### config.mk
export PLATFORM = sky130hd
export DESIGN_NAME = abkf_div
export DESIGN_NICKNAME = d
export VERILOG_FILES = /design/src/sv/abkf_pkg.sv /design/src/sv/abkf_div.sv
export SDC_FILE = /design/constraint.sdc
export NUM_CORES = 1
export LEC_CHECK = 0
export ABC_AREA = 1
export BUFFER_PORTS_ARGS = -buffer_cell sky130_fd_sc_hd__buf_2
export CAP_MARGIN = 40
export CORE_ASPECT_RATIO = 1.25
export CORE_MARGIN = 1
export CORE_UTILIZATION = 23
export DETAILED_ROUTE_END_ITERATION = 7
export SLEW_MARGIN = 20
export SYNTH_ARGS = -nofsm -noshare
export SYNTH_HDL_FRONTEND = slang
export SYNTH_SLANG_ARGS = --single-unit
### constraint.sdc
create_clock -name clk_i -period 15.6 [get_ports clk_i]
set_input_delay 0.78 -clock clk_i [delete_from_list [all_inputs] [get_ports clk_i]]
set_output_delay 0.78 -clock clk_i [all_outputs]
set_load 0.01 [all_outputs]
### src/sv/abkf_pkg.sv
`timescale 1ns / 1ps
// ----------------------------------------------------------------------------
// abkf_pkg - shared types, constants and fixed-point helpers
// Fixed-point rounding and saturation for the angle and bias Kalman filter,
// the register map, and the request and response of the divider.
// ----------------------------------------------------------------------------
package abkf_pkg;

  // state banks, one per axis
  localparam int AXES   = 2;
  localparam int BANK_W = (AXES > 1) ? $clog2(AXES) : 1;

  // configuration port
  localparam int CFG_IDX_W  = 3;
  localparam int CFG_DATA_W = 32;

  typedef enum logic [CFG_IDX_W-1:0] {
    CFG_TIME_STEP     = 3'd0,
    CFG_ANGLE_NOISE   = 3'd1,
    CFG_BIAS_NOISE    = 3'd2,
    CFG_MEAS_NOISE    = 3'd3
  } cfg_reg_e;

  localparam logic [23:0] TIME_STEP_RST   = 24'd167772;
  localparam logic [30:0] ANGLE_NOISE_RST = 31'd16777;
  localparam logic [30:0] BIAS_NOISE_RST  = 31'd50332;
  localparam logic [30:0] MEAS_NOISE_RST  = 31'd503316;

  // quotient bits produced one per cycle once the overflow check passed
  localparam int DIV_STEPS = 31;
  localparam int DIV_CNT_W = $clog2(DIV_STEPS + 1);

  typedef struct packed {
    logic               start;
    logic signed [31:0] p;      // numerator, Q8.24
    logic [31:0]        d;      // innovation variance, positive
  } div_req_t;

  typedef struct packed {
    logic               done;
    logic signed [31:0] q;      // gain, Q8.24, saturated
  } div_rsp_t;

  function automatic logic signed [47:0] sx32(input logic signed [31:0] a);
    return {{16{a[31]}}, a};
  endfunction

  function automatic logic signed [47:0] sx41(input logic signed [40:0] a);
    return {{7{a[40]}}, a};
  endfunction

  // clamp to the signed 32-bit range
  function automatic logic signed [31:0] sat32(input logic signed [47:0] v);
    logic signed [31:0] r;
    if ((&v[47:31]) || !(|v[47:31])) begin
      r = v[31:0];
    end else if (v[47]) begin
      r = 32'sh8000_0000;
    end else begin
      r = 32'sh7FFF_FFFF;
    end
    return r;
  endfunction

  // v / 2^24, round to nearest, ties away from zero
  function automatic logic signed [40:0] rnd24(input logic signed [63:0] v);
    logic [63:0] m;
    logic [39:0] r;
    logic [40:0] res;
    m   = v[63] ? (~unsigned'(v) + 64'd1) : unsigned'(v);
    r   = 40'((m + 64'd8388608) >> 24);
    res = v[63] ? (~{1'b0, r} + 41'd1) : {1'b0, r};
    return signed'(res);
  endfunction

endpackage

### src/sv/abkf_div.sv
`timescale 1ns / 1ps
// ----------------------------------------------------------------------------
// abkf_div - bit-serial gain divider
// Computes round(p * 2^24 / d), ties away from zero, saturated to 32 bits.
// An overflow check first, then one quotient bit per cycle.
// ----------------------------------------------------------------------------
module abkf_div (
  input  logic               clk_i,
  input  logic               rst_ni,
  input  abkf_pkg::div_req_t req_i,
  output abkf_pkg::div_rsp_t rsp_o
);

  typedef enum logic [2:0] {
    DV_IDLE  = 3'b001,
    DV_CHECK = 3'b010,
    DV_RUN   = 3'b100
  } dv_state_e;

  dv_state_e                      st_q, st_d;
  logic                           done_q, done_d;
  logic [55:0]                    n_q, n_d;
  logic [31:0]                    d_q, d_d;
  logic                           neg_q, neg_d;
  logic                           ovf_q, ovf_d;
  logic [31:0]                    rem_q, rem_d;
  logic [30:0]                    quot_q, quot_d;
  logic [abkf_pkg::DIV_CNT_W-1:0] cnt_q, cnt_d;

  logic [31:0] mag;
  logic [32:0] trial;
  logic [32:0] diff;
  logic        ge;
  logic [31:0] q_pos;

  always_comb begin
    mag   = req_i.p[31] ? (~unsigned'(req_i.p) + 32'd1) : unsigned'(req_i.p);
    trial = {rem_q, n_q[30]};
    diff  = trial - {1'b0, d_q};
    ge    = (trial >= {1'b0, d_q});
  end

  always_comb begin
    st_d   = st_q;
    done_d = 1'b0;
    n_d    = n_q;
    d_d    = d_q;
    neg_d  = neg_q;
    ovf_d  = ovf_q;
    rem_d  = rem_q;
    quot_d = quot_q;
    cnt_d  = cnt_q;
    case (st_q)
      DV_IDLE: begin
        if (req_i.start) begin
          // add half the divisor up front for the rounding
          n_d   = {mag, 24'd0} + {25'd0, req_i.d[31:1]};
          d_d   = req_i.d;
          neg_d = req_i.p[31];
          st_d  = DV_CHECK;
        end
      end
      DV_CHECK: begin
        if ({7'd0, n_q[55:31]} >= d_q) begin
          // quotient reaches 2^31: clamp
          ovf_d  = 1'b1;
          done_d = 1'b1;
          st_d   = DV_IDLE;
        end else begin
          ovf_d  = 1'b0;
          rem_d  = {7'd0, n_q[55:31]};
          quot_d = '0;
          cnt_d  = abkf_pkg::DIV_CNT_W'(abkf_pkg::DIV_STEPS);
          st_d   = DV_RUN;
        end
      end
      DV_RUN: begin
        rem_d  = ge ? diff[31:0] : trial[31:0];
        quot_d = {quot_q[29:0], ge};
        n_d    = {n_q[54:0], 1'b0};
        cnt_d  = cnt_q - abkf_pkg::DIV_CNT_W'(1);
        if (cnt_q == abkf_pkg::DIV_CNT_W'(1)) begin
          done_d = 1'b1;
          st_d   = DV_IDLE;
        end
      end
      default: st_d = DV_IDLE;
    endcase
  end

  always_ff @(posedge clk_i or negedge rst_ni) begin
    if (!rst_ni) begin
      st_q   <= DV_IDLE;
      done_q <= 1'b0;
    end else begin
      st_q   <= st_d;
      done_q <= done_d;
    end
  end

  always_ff @(posedge clk_i) begin
    n_q    <= n_d;
    d_q    <= d_d;
    neg_q  <= neg_d;
    ovf_q  <= ovf_d;
    rem_q  <= rem_d;
    quot_q <= quot_d;
    cnt_q  <= cnt_d;
  end

  always_comb begin
    q_pos      = {1'b0, quot_q};
    rsp_o.done = done_q;
    if (ovf_q) begin
      rsp_o.q = neg_q ? 32'sh8000_0000 : 32'sh7FFF_FFFF;
    end else begin
      rsp_o.q = neg_q ? signed'(~q_pos + 32'd1) : signed'(q_pos);
    end
  end

endmodule

== Word-level counts from Yosys, hierarchy flattened ==
Index checks and enable logic that the tools add are counted.

* $add $sub $neg: 5
* Multiply operators: 0
* Divide/modulo/power cells: 0
* Magnitude comparators: 2
* Equality and inequality tests: 7
* Shift operators: 0
* Multiplexer cells: 20
* Bitwise operators: 2
* Reduce and logical (&&, ||, !) cells: 6

{| class="wikitable"
|+ Operators by type and width
! operator !! number
|-
| $mux 32 || 6
|-
| $pmux 56 s2 || 1
|-
| $add 32x1->32 const B || 2
|-
| $pmux 32 s2 || 1
|-
| $pmux 31 s2 || 1
|-
| $add 56x31->56 || 1
|-
| $mux 56 || 1
|-
| $ge 33x32->1 || 1
|-
| $ge 25x32->1 || 1
|-
| $not 31->32 || 1
|-
| $not 32->32 || 1
|-
| $sub 32x32->32 || 1
|-
| $mux 31 || 1
|-
| $pmux 5 s2 || 1
|-
| $mux 3 || 3
|-
| $pmux 3 s3 || 1
|-
| $reduce_and 2->1 || 4
|-
| $ne 2x2->1 const B || 3
|-
| $eq 5x1->1 const B || 1
|-
| $mux 5 || 1
|-
| $sub 5x1->5 const B || 1
|-
| $reduce_bool 2->1 || 2
|-
| $eq 3x1->1 const B || 1
|-
| $eq 3x2->1 const B || 1
|-
| 3 further kinds || 4
|}

* Register bits after elaboration: 162
* Bits in latches: 0
* Memory bits (writable): 0
* ROM bits: 0
* Bits of input ports: 67
* Output and inout bits: 33
* Word-level logic and storage cells: 51
* Memories kept: 0

== Depth between registers and ports, before layout ==
* Depth in word-level cells: 6
* Depth in mapped cells: 20
* Mapped depth without buffers: 20

== Worst setup path before layout ==
Ideal clock, no wire load.

* Kind: in2reg
* From: input req_i[64] (netlist name)
* To: register n_q[0], enable pin
* Library setup time: 547 ps
* Data arrival time: 4,785 ps
* Data required time: 15,053 ps
* Path slack: 10,268 ps
* Stages: 2
* Path buffers: 0
* Cell sequence: inv_1 o21ai_0

* Cells in the longest elaborated chain, start to end: 2

{| class="wikitable"
|+ Ends and longest elaborated chain
! item !! RTL line !! RTL
|-
| from (decl) || abkf_div.sv:10 || <nowiki>input abkf_pkg::div_req_t req_i,</nowiki>
|-
| $ne 2x2->1 (no source line) || - ||
|-
| $reduce_and 2->1 (no source line) || - ||
|-
| to (signal assigned) || abkf_div.sv:102 || <nowiki>n_q <= n_d;</nowiki>
|-
| to (decl) || abkf_div.sv:22 || <nowiki>logic [55:0] n_q, n_d;</nowiki>
|}

Every way passes these cells.
A chain may end at the register's enable or synchronous reset.

==> results.py <==
metrics = {
    "status": {
        "outcome": "complete, no violations",
    },
    "setup_path": {
        "worstPathArrival_ns": 3.05,
        "end_kind": "output pin",
        "reg2reg_depth": 12,
        "r2r-end": "rem_q[28]",
        "r2r_setup_slack_ns": 11.91,
        "r2r_start": "d_q[20]",
        "path_buf_inv": 2,
        "criticalPathCategory": "register to output pin",
        "critical_path.cell_chain": "inv_1 -> o21ai_0 -> nor2_1 -> o21ai_0 -> nor2_1 -> nand2_1 -> xor2_1 -> buf_2",
        "worstPathMaxFanout": 19,
        "cp-start-kind": "register",
        "max_stage_delay_ns": 0.83,
        "cp.required_ns": 14.82,
        "crit_family": "flip-flops",
        "cpMaxStageDelayCell": "edfxtp_1",
    },
    "placed_design": {
        "hpwl_um": 27230,
        "port_buffers": 99,
        "globalplace.congestion": 0.8955,
    },
    "yosys": {
        "async_flop_share_pct": 2.469,
        "yosysSeqAreaShare_pct": 39.60,
        "ys_top_cells_by_count": "nand2_1 (470), inv_1 (181), nor2_1 (179)",
        "synthDistinctLibCells": 53,
        "synth_top_area_cell": "edfxtp_1",
        "synth_most_common_cell": "nand2_1",
        "syn-num-nets": 1737,
        "synthCells": 1600,
        "syn_area_per_cell_um2": 7.649,
        "netlist_area_um2": 12240,
        "synth_enable_flop_cells": 158,
        "ys_warn_count": 0,
        "synth.area.top_cells": "edfxtp_1 (39%), nand2_1 (14%), ha_1 (7.0%)",
        "synth_seq_cells": 162,
        "synth-main-ff-cell": "edfxtp_1",
        "synth_top_area_share_pct": 38.77,
    },
    "drt": {
        "final_antenna_net_count": 0,
        "drc": 0,
        "wire_per_inst_um": 14.68,
        "viasPerCell": 4.534,
        "drt_iter0_markers": 649,
        "vias": 10750,
        "routed_wl_um": 34800,
        "dr.pass1.iters": 5,
    },
    "sta": {
        "holdWs_ns": 0.1201,
        "relSlewSlack_pct": 43.90,
        "rsz0062_at_grt": "false",
        "skew_ns": 0.01376,
        "hold_viol_final": 0,
        "fmax_mhz": 261.4,
        "min_period_ns": 3.825,
        "finalCritPeriodShare_pct": 24.52,
        "final.setup.tns_ns": 0,
        "drv_slew": 0,
        "worstMarginPinSlew_ns": 0.8397,
        "setup_viol": 0,
    },
    "clock_network": {
        "clock_sinks": 162,
        "cts_tree": "yes",
        "ctsResizeCount": 0,
        "numCtsBuffers": 17,
        "clockRootBuffer": "clkbuf_16",
        "ctsHtreeMaxLevel": 4,
        "clk_pin_slew_ns": 0.06,
        "clkLatencyLatePin_ns": 0.46,
        "clockBufferDepth": 2,
        "cts_setup_buffers": 0,
        "hold_buffers": 0,
    },
    "grt": {
        "grtUsageTotal_pct": 13.06,
        "grt_max_degree": 72,
        "overflow": 0,
        "grt_pass1_vias": 10640,
        "grt_pass1_wl_um": 56040,
        "antenna_found_initial": 0,
    },
    "power_and_ir_drop": {
        "p_leak_nw": 6.285,
        "peakVddDrop_uv": 103.1,
        "power_density_nw_per_um2": 150.8,
    },
    "job": {
        "drv_cap": 0,
    },
    "floorplanning": {
        "die-area_um2": 54140,
        "core_area_um2": 52570,
        "num_rows": 94,
        "die_w_um": 208.3,
        "ioPinCount": 100,
        "start_util_pct": 23.28,
        "die_h_um": 259.9,
    },
    "cells_and_area": {
        "area_growth_pct": 15.32,
        "n_antenna_cell": 0,
        "drive_gt1_share_pct": 12.01,
        "nets": 1822,
    },
    "min_path": {
        "hold_path.class": "input port to asynchronous set/reset pin",
    },
}
==> stage by stage <==
stage | setup slack, ns | power [mW] | area, um2 | util, % | cells
finish | 11.77 | 2.128 | 14110 | 26.84 | 2370
global route | 11.55 | 2.287 | 14110 | 26.84 | 2370
CTS | 11.44 | 2.142 | 14100 | 26.81 | 2369
detailed placement | 11.67 | 1.711 | 13510 | 25.69 | 2337
global placement | 11.70 | 1.685 | 13440 | 25.56 | 2333
floorplan | 10.27 | 1.416 | 12240 | - | 1600
==> sequential cells by signal, indices dropped and copies added, names as in the netlist <==
register / flops
n_q: 56
d_q: 32
rem_q: 32
quot_q: 31
cnt_q: 5
st_q: 3
done_q: 1
neg_q: 1
ovf_q: 1
==> logic make-up after synthesis <==
family          after synthesis  share of synthesized area (%)
buf+inv                     228                          7.331
simple gates                877                          31.76
fa+ha+maj                    70                          7.279
xor+xnor                     76                          5.439
flops                       162                          39.60
compound gates              187                          8.598
==> worst max-delay path by stage <==
stage / start / depth (start not counted) / to / slack [ns]
5_1_grt: d_q[20] / 12 / rem_q[31] / 11.55
3_3_place_gp: req_i[63] / 16 / n_q[53] / 11.70
3_5_place_dp: req_i[63] / 16 / n_q[53] / 11.67
4_1_cts: ovf_q / 8 / rsp_o[15] / 11.44
6_report: neg_q / 8 / rsp_o[18] / 11.77
2_1_floorplan: req_i[64] / 2 / n_q[0] / 10.27
==> metal layers <==
metal | vias up | global-route usage, % | part of all wire, %
li1 | 5432 | - | -
met1 | 5063 | 15.31 | 43
met2 | 202 | 23.87 | 51
met3 | 49 | 1.691 | 3.1
met4 | 0 | 5.329 | 2.7
met5 | - | 0 | 0
==> where the power goes <==
group | switching (mW) | internal [mW] | leakage (nW)
logic | 0.630 | 0.327 | 4.48
clock network | 0.210 | 0.214 | 0.286
registers | 0.0825 | 0.664 | 1.51
total | 0.923 | 1.20 | 6.28
==> layout by cell type (no fill, tap or decap), types with 17 or more instances in the layout <==
master and count:
edfxtp_1 158, buf_2 100, a21oi_1 65, xnor2_1 27
ha_1 68, nand3_1 110, nand2_1 470, nor2_1 178
clkbuf_16 17, o21ai_0 72, nand2_2 21, xor2_1 49
inv_1 180, nand3b_1 31
==> cell type report <==
| cell class | instances | area, um2 |
|---|---|---|
| Clock buffer | 17 | 425.4 |
| Timing Repair Buffer | 109 | 620.6 |
| Tap cell | 672 | 840.8 |
| Fill cell | 5638 | 38460 |
| Sequential cell | 162 | 4846 |
| Multi-Input combinational cell | 1210 | 6520 |
| Clock inverter | 15 | 163.9 |
| Inverter | 185 | 695.7 |
No activity file was read; power rests on OpenSTA's default activity.
